--- src/sv/tks_pkg.sv ---
`default_nettype none
package tks_pkg;

  localparam int TABLE_SIZE = 10;
  localparam int RANK_W     = 7;
  localparam int READ_W     = 6;
  localparam int SCORE_W    = 32;
  localparam int STAMP_W    = 32;
  localparam int PLAYER_W   = 16;

  localparam logic OP_INSERT = 1'b0;
  localparam logic OP_READ   = 1'b1;

  typedef struct packed {
    logic                opcode;
    logic [SCORE_W-1:0]  new_score;
    logic [STAMP_W-1:0]  new_time;
    logic [PLAYER_W-1:0] new_player;
    logic [READ_W-1:0]   read_rank;
  } in_item_t;

  typedef struct packed {
    logic [RANK_W-1:0]   insert_rank;
    logic                entry_valid;
    logic [SCORE_W-1:0]  entry_score;
    logic [STAMP_W-1:0]  entry_time;
    logic [PLAYER_W-1:0] entry_player;
  } out_item_t;

  // One stored entry, as held by a cell and handed down the chain
  typedef struct packed {
    logic                vld;
    logic [SCORE_W-1:0]  score;
    logic [STAMP_W-1:0]  stamp;
    logic [PLAYER_W-1:0] player;
  } slot_t;

endpackage
`default_nettype wire

--- src/sv/tks_cell.sv ---
`default_nettype none
module tks_cell
  import tks_pkg::*;
(
  input  wire logic  clk,
  input  wire logic  rst_n,
  input  wire logic  ins_en,
  input  wire slot_t new_slot,
  input  wire slot_t left_slot,
  input  wire logic  left_keep,
  output logic       keep,
  output logic       take_new,
  output slot_t      slot
);

  slot_t slot_r;
  slot_t slot_nxt;

  // Stay put when the stored score wins or ties
  assign keep     = slot_r.vld && (slot_r.score >= new_slot.score);
  assign take_new = left_keep && !keep;
  assign slot     = slot_r;

  always_comb begin
    slot_nxt = slot_r;
    if (ins_en) begin
      if (take_new) begin
        slot_nxt = new_slot;
      end else if (!left_keep) begin
        slot_nxt = left_slot;
      end
    end
  end

  always_ff @(posedge clk) begin
    if (!rst_n) begin
      slot_r.vld <= 1'b0;
    end else begin
      slot_r.vld <= slot_nxt.vld;
    end
    slot_r.score  <= slot_nxt.score;
    slot_r.stamp  <= slot_nxt.stamp;
    slot_r.player <= slot_nxt.player;
  end

endmodule
`default_nettype wire

--- src/sv/top_k_sorted_insert_top.sv ---
`default_nettype none
// Top-K score table: keeps the best TABLE_SIZE entries in descending score order, a new
// entry going after every stored entry of greater or equal score. The result of every
// transfer, insert or read, is registered in the output register, so one item per cycle
// is taken while the output is not stalled. Each cell of the chain compares its own score
// with the incoming one and either holds, loads the new entry or takes its left
// neighbour's entry; a read picks one cell by rank.
module top_k_sorted_insert_top
  import tks_pkg::*;
(
  input  wire logic     clk,
  input  wire logic     rst_n,
  input  wire logic     in_valid,
  output logic          in_stall,
  input  wire in_item_t in_data,
  output logic          out_valid,
  input  wire logic     out_stall,
  output out_item_t     out_data
);

  slot_t            cells [TABLE_SIZE];
  logic             keep_v [TABLE_SIZE];
  logic             take_v [TABLE_SIZE];
  slot_t            new_slot;
  slot_t            zero_slot;
  logic             in_xfer;
  logic             ins_en;
  logic             out_valid_r;
  out_item_t        out_data_r;
  out_item_t        out_data_nxt;
  logic [RANK_W-1:0] ins_rank;
  logic             any_take;

  assign in_stall  = out_valid_r && out_stall;
  assign in_xfer   = in_valid && !in_stall;
  assign ins_en    = in_xfer && (in_data.opcode == OP_INSERT);
  assign out_valid = out_valid_r;
  assign out_data  = out_data_r;

  assign new_slot.vld    = 1'b1;
  assign new_slot.score  = in_data.new_score;
  assign new_slot.stamp  = in_data.new_time;
  assign new_slot.player = in_data.new_player;
  assign zero_slot       = '0;

  for (genvar gi = 0; gi < TABLE_SIZE; gi++) begin : g_cell
    tks_cell u_cell (
      .clk       (clk),
      .rst_n     (rst_n),
      .ins_en    (ins_en),
      .new_slot  (new_slot),
      .left_slot ((gi == 0) ? zero_slot : cells[(gi == 0) ? 0 : gi-1]),
      .left_keep ((gi == 0) ? 1'b1 : keep_v[(gi == 0) ? 0 : gi-1]),
      .keep      (keep_v[gi]),
      .take_new  (take_v[gi]),
      .slot      (cells[gi])
    );
  end

  // At most one cell takes the new entry; its index is the rank, or TABLE_SIZE if none does
  always_comb begin
    ins_rank = '0;
    any_take = 1'b0;
    for (int i = 0; i < TABLE_SIZE; i++) begin
      if (take_v[i]) begin
        ins_rank = ins_rank | RANK_W'(i);
        any_take = 1'b1;
      end
    end
    if (!any_take) begin
      ins_rank = RANK_W'(TABLE_SIZE);
    end
  end

  always_comb begin
    out_data_nxt = '0;
    if (in_data.opcode == OP_INSERT) begin
      out_data_nxt.insert_rank = ins_rank;
    end else begin
      for (int i = 0; i < TABLE_SIZE; i++) begin
        if ((RANK_W'(in_data.read_rank) == RANK_W'(i)) && cells[i].vld) begin
          out_data_nxt.entry_valid  = 1'b1;
          out_data_nxt.entry_score  = cells[i].score;
          out_data_nxt.entry_time   = cells[i].stamp;
          out_data_nxt.entry_player = cells[i].player;
        end
      end
    end
  end

  always_ff @(posedge clk) begin
    if (!rst_n) begin
      out_valid_r <= 1'b0;
    end else if (in_xfer) begin
      out_valid_r <= 1'b1;
    end else if (!out_stall) begin
      out_valid_r <= 1'b0;
    end
    if (in_xfer) begin
      out_data_r <= out_data_nxt;
    end
  end

  // Checks on the chain contents
  logic vld_gap;
  logic order_bad;
  logic [TABLE_SIZE-1:0] take_bits;
  logic [TABLE_SIZE-1:0] vld_bits;

  always_comb begin
    vld_gap   = 1'b0;
    order_bad = 1'b0;
    for (int i = 0; i < TABLE_SIZE; i++) begin
      take_bits[i] = take_v[i];
      vld_bits[i]  = cells[i].vld;
    end
    for (int i = 1; i < TABLE_SIZE; i++) begin
      if (cells[i].vld && !cells[i-1].vld) begin
        vld_gap = 1'b1;
      end
      if (cells[i].vld && (cells[i].score > cells[i-1].score)) begin
        order_bad = 1'b1;
      end
    end
  end

  a_vld_prefix: assert property (@(posedge clk) disable iff (!rst_n) !vld_gap)
    else $error("valid cells do not form a prefix");

  a_sorted: assert property (@(posedge clk) disable iff (!rst_n) !order_bad)
    else $error("cell scores out of descending order");

  a_one_take: assert property (@(posedge clk) disable iff (!rst_n) $onehot0(take_bits))
    else $error("more than one cell takes the new entry");

  a_read_hold: assert property (@(posedge clk) disable iff (!rst_n)
    (in_xfer && (in_data.opcode == OP_READ)) |=> $stable(vld_bits))
    else $error("read changed the table");

endmodule
`default_nettype wire
--- config.mk ---
export PLATFORM = sky130hd
export DESIGN_NAME = top_k_sorted_insert_top
export DESIGN_NICKNAME = d
export VERILOG_FILES = /design/src/sv/tks_pkg.sv /design/src/sv/tks_cell.sv /design/src/sv/top_k_sorted_insert_top.sv
export SDC_FILE = /design/constraint.sdc
export NUM_CORES = 2
export LEC_CHECK = 0
export ABC_AREA = 1
export BUFFER_PORTS_ARGS = -buffer_cell sky130_fd_sc_hd__buf_2
export CELL_PAD_IN_SITES_DETAIL_PLACEMENT = 0
export CELL_PAD_IN_SITES_GLOBAL_PLACEMENT = 1
export CORE_ASPECT_RATIO = 2
export CORE_UTILIZATION = 50
export CTS_BUF_LIST = sky130_fd_sc_hd__clkbuf_4
export DETAILED_ROUTE_END_ITERATION = 10
export PLACE_DENSITY_LB_ADDON = 0.1
export SLEW_MARGIN = 20
export SYNTH_ARGS = -nofsm -noshare
export SYNTH_HDL_FRONTEND = slang
export SYNTH_HIERARCHICAL = 1
export SYNTH_SLANG_ARGS = --single-unit
--- constraint.sdc ---
create_clock -name clk -period 6.4 [get_ports clk]
set_input_delay 0.32 -clock clk [delete_from_list [all_inputs] [get_ports clk]]
set_output_delay 0.32 -clock clk [all_outputs]
set_load 0.01 [all_outputs]
==> impl_metrics.yaml <==
layout:
  nets: 6849
  fin_area_sq_um: 57740
  final_cell_mix: "nand2_1 (2768), edfxtp_1 (885), inv_1 (544)"
  areaGrowthSynthToFinish_pct: 10.74
  drive_gt1_frac: 0.1101
  n_fill_cell: 9837
  final_common_cell: "nand2_1"
sta:
  tns_ns: 0
  skew_ns: 0.06815
  slew_violations: 0
  worst_pin_slew_ns: 1.162
  finalHoldViolCount: 0
  max-slew-margin-rel: 0.2256
  timing.fmax_mhz: 228.6
  rsz0062_at_grt: "false"
  finalCritPeriodShare: 0.6834
  finalCriticalPeriod_ns: 4.374
  setup_viol: 0
synth:
  syn-cell-area_sq_um: 52140
  yosys_warnings: 6
  postSynthAreaPerCell_sq_um: 8.648
  post_synth_inst_count: 6029
power:
  powerDensity_nw_per_um2: 237.1
  vdd.ir_drop.worst_v: 0.0001768
  p_leak_nw: 26.98
floorplanning:
  io_pins: 181
  die_x_microns: 230.3
  coreArea_sq_um: 103400
  rows: 167
  dieArea_sq_um: 105600
  die_h_microns: 458.7
  initial_utilization: 0.5041
routing:
  vias_per_cell: 5.516
  routed-wl-met2_mm: 95.44
  wl_met1_mm: 61.84
  top_layer_used: "met5"
  drcViolationCount: 0
  wl_per_cell_microns: 22.31
  vias: 43970
  dr.pass1.iters: 8
  wl_met3_mm: 10.53
  wirelength_mm: 177.8
  antenna_left: 0
  drtIter0Drc: 3314
critical_path:
  crit_path_frequent_cell: "nand2_1"
  crit_slowest_cell: "nor3_1"
  cp.required_ns: 7.44
  cp_cell_sequence: "ha_1 -> nand2_1 -> nor3_1 -> nand2_1 -> nand2_1 -> nand2_1 -> nand2_2 -> nand2_2 -> inv_1 -> nand2_4 -> inv_2 -> buf_4 -> nand2_1 -> nand2_1"
  slowest_delay_ns: 0.73
  r2r_start: "g_cell[8].u_cell/slot[63]"
  startpoint_type: "register"
  crit_buf_inv: 3
  path_delay_family: "simple AND/OR/NAND/NOR gates"
  critPathKind: "reg -> reg"
  cp-startpoint: "g_cell[8].u_cell/slot[63]"
  cp_max_fo: 62
  end_kind: "register"
  cp_data_arrival_time_ns: 5.41
run_status:
  status: "complete, no violations"
clocking:
  cts_root_buf: "clkbuf_4"
  post-cts-setup-buffers: 0
  cts_max_level: 4
  path_clk_slew_ns: 0.08
  clkLatencyLatePin_ns: 1.22
  cts_tree: "yes"
  cts_made_buffers: 209
  cts_buffer_depth: 3
  ctsResizeCount: 0
  cts_sinks: 896
hold_path:
  hp-start: "in_data[27]"
  min-delay-path-class: "in -> reg"
run:
  drv_cap: 0
placed_design:
  hpwl_mm: 115.9
  gp_congestion: 0.8984
  placed_area_sq_um: 53570
  portBuffers: 177
grt:
  grt_util_all_layers: 0.3374
  grt_pass1_wl_mm: 263.2
  grt_antenna_before_repair: 19
  grt_max_degree: 80
  grt_pass1_vias: 44090
  gr-total-overflow: 0
==> worst paths after layout <==
check / endpoint / cells after the start / slack (ns)
max reg2reg: g_cell[9].u_cell/slot[3] / 14 / 2.03
max: g_cell[9].u_cell/slot[3] / 14 / 2.03
min: g_cell[1].u_cell/slot[21] / 4 / 0.11
min reg2reg: g_cell[7].u_cell/slot[39] / 2 / 0.50
==> flip-flops by register name (all words and copies together) (netlist names) <==
name and cells:
out_valid 1, out_data 85, g_cell.u_cell/slot 810
==> what timing repair did <==
action                                  4_1_cts  5_1_grt
hold buffers                                132        0
endpoints found under the setup margin        0        0
hold endpoints to repair                    882        0
==> layout make-up <==
type | count | area, sq um | area share
diodes | 13 | 32.53 | 0.0005634
well taps | 1352 | 1692 | 0.02930
clock inverters | 73 | 515.5 | 0.008928
clock buffers | 306 | 2297 | 0.03979
flip-flops and latches | 896 | 26800 | 0.4641
multi-input cells | 4384 | 21520 | 0.3727
inverters | 576 | 2197 | 0.03805
repair buffers | 371 | 2688 | 0.04655
==> layer usage <==
layer	GRT usage	vias to the layer above
met1	0.3500	20810
met3	0.04871	543
met5	0	-
met4	0.1902	12
li1	-	20780
met2	0.6389	1826
==> stage by stage <==
step	power (mW)	hold slack, ns	utilization	setup WS [ns]	instances
3_5_place_dp	8.704	0.4903	0.5179	1.905	7447
3_3_place_gp	8.671	0.4764	0.5179	1.939	7447
6_report	13.69	0.1071	0.5582	2.026	7971
4_1_cts	13.78	0.001672	0.5579	2.088	7958
5_1_grt	14.21	0.05794	0.5582	1.923	7968
2_1_floorplan	8.115	0.4584	-	1.838	6125
==> worst min-delay path, delay by kind of cell <==
family,cells,cell delay (ns)
buffers and inverters,2,0.77
AND/OR/NAND/NOR,2,0.13
==> where the power goes <==
group          internal [mW]  leakage, nW  switching (mW)
Sequential              6.83         8.44           0.173
Combinational          0.516         16.9            1.15
Clock                   2.51         1.65            2.50
No activity file was read; power rests on OpenSTA's default activity.
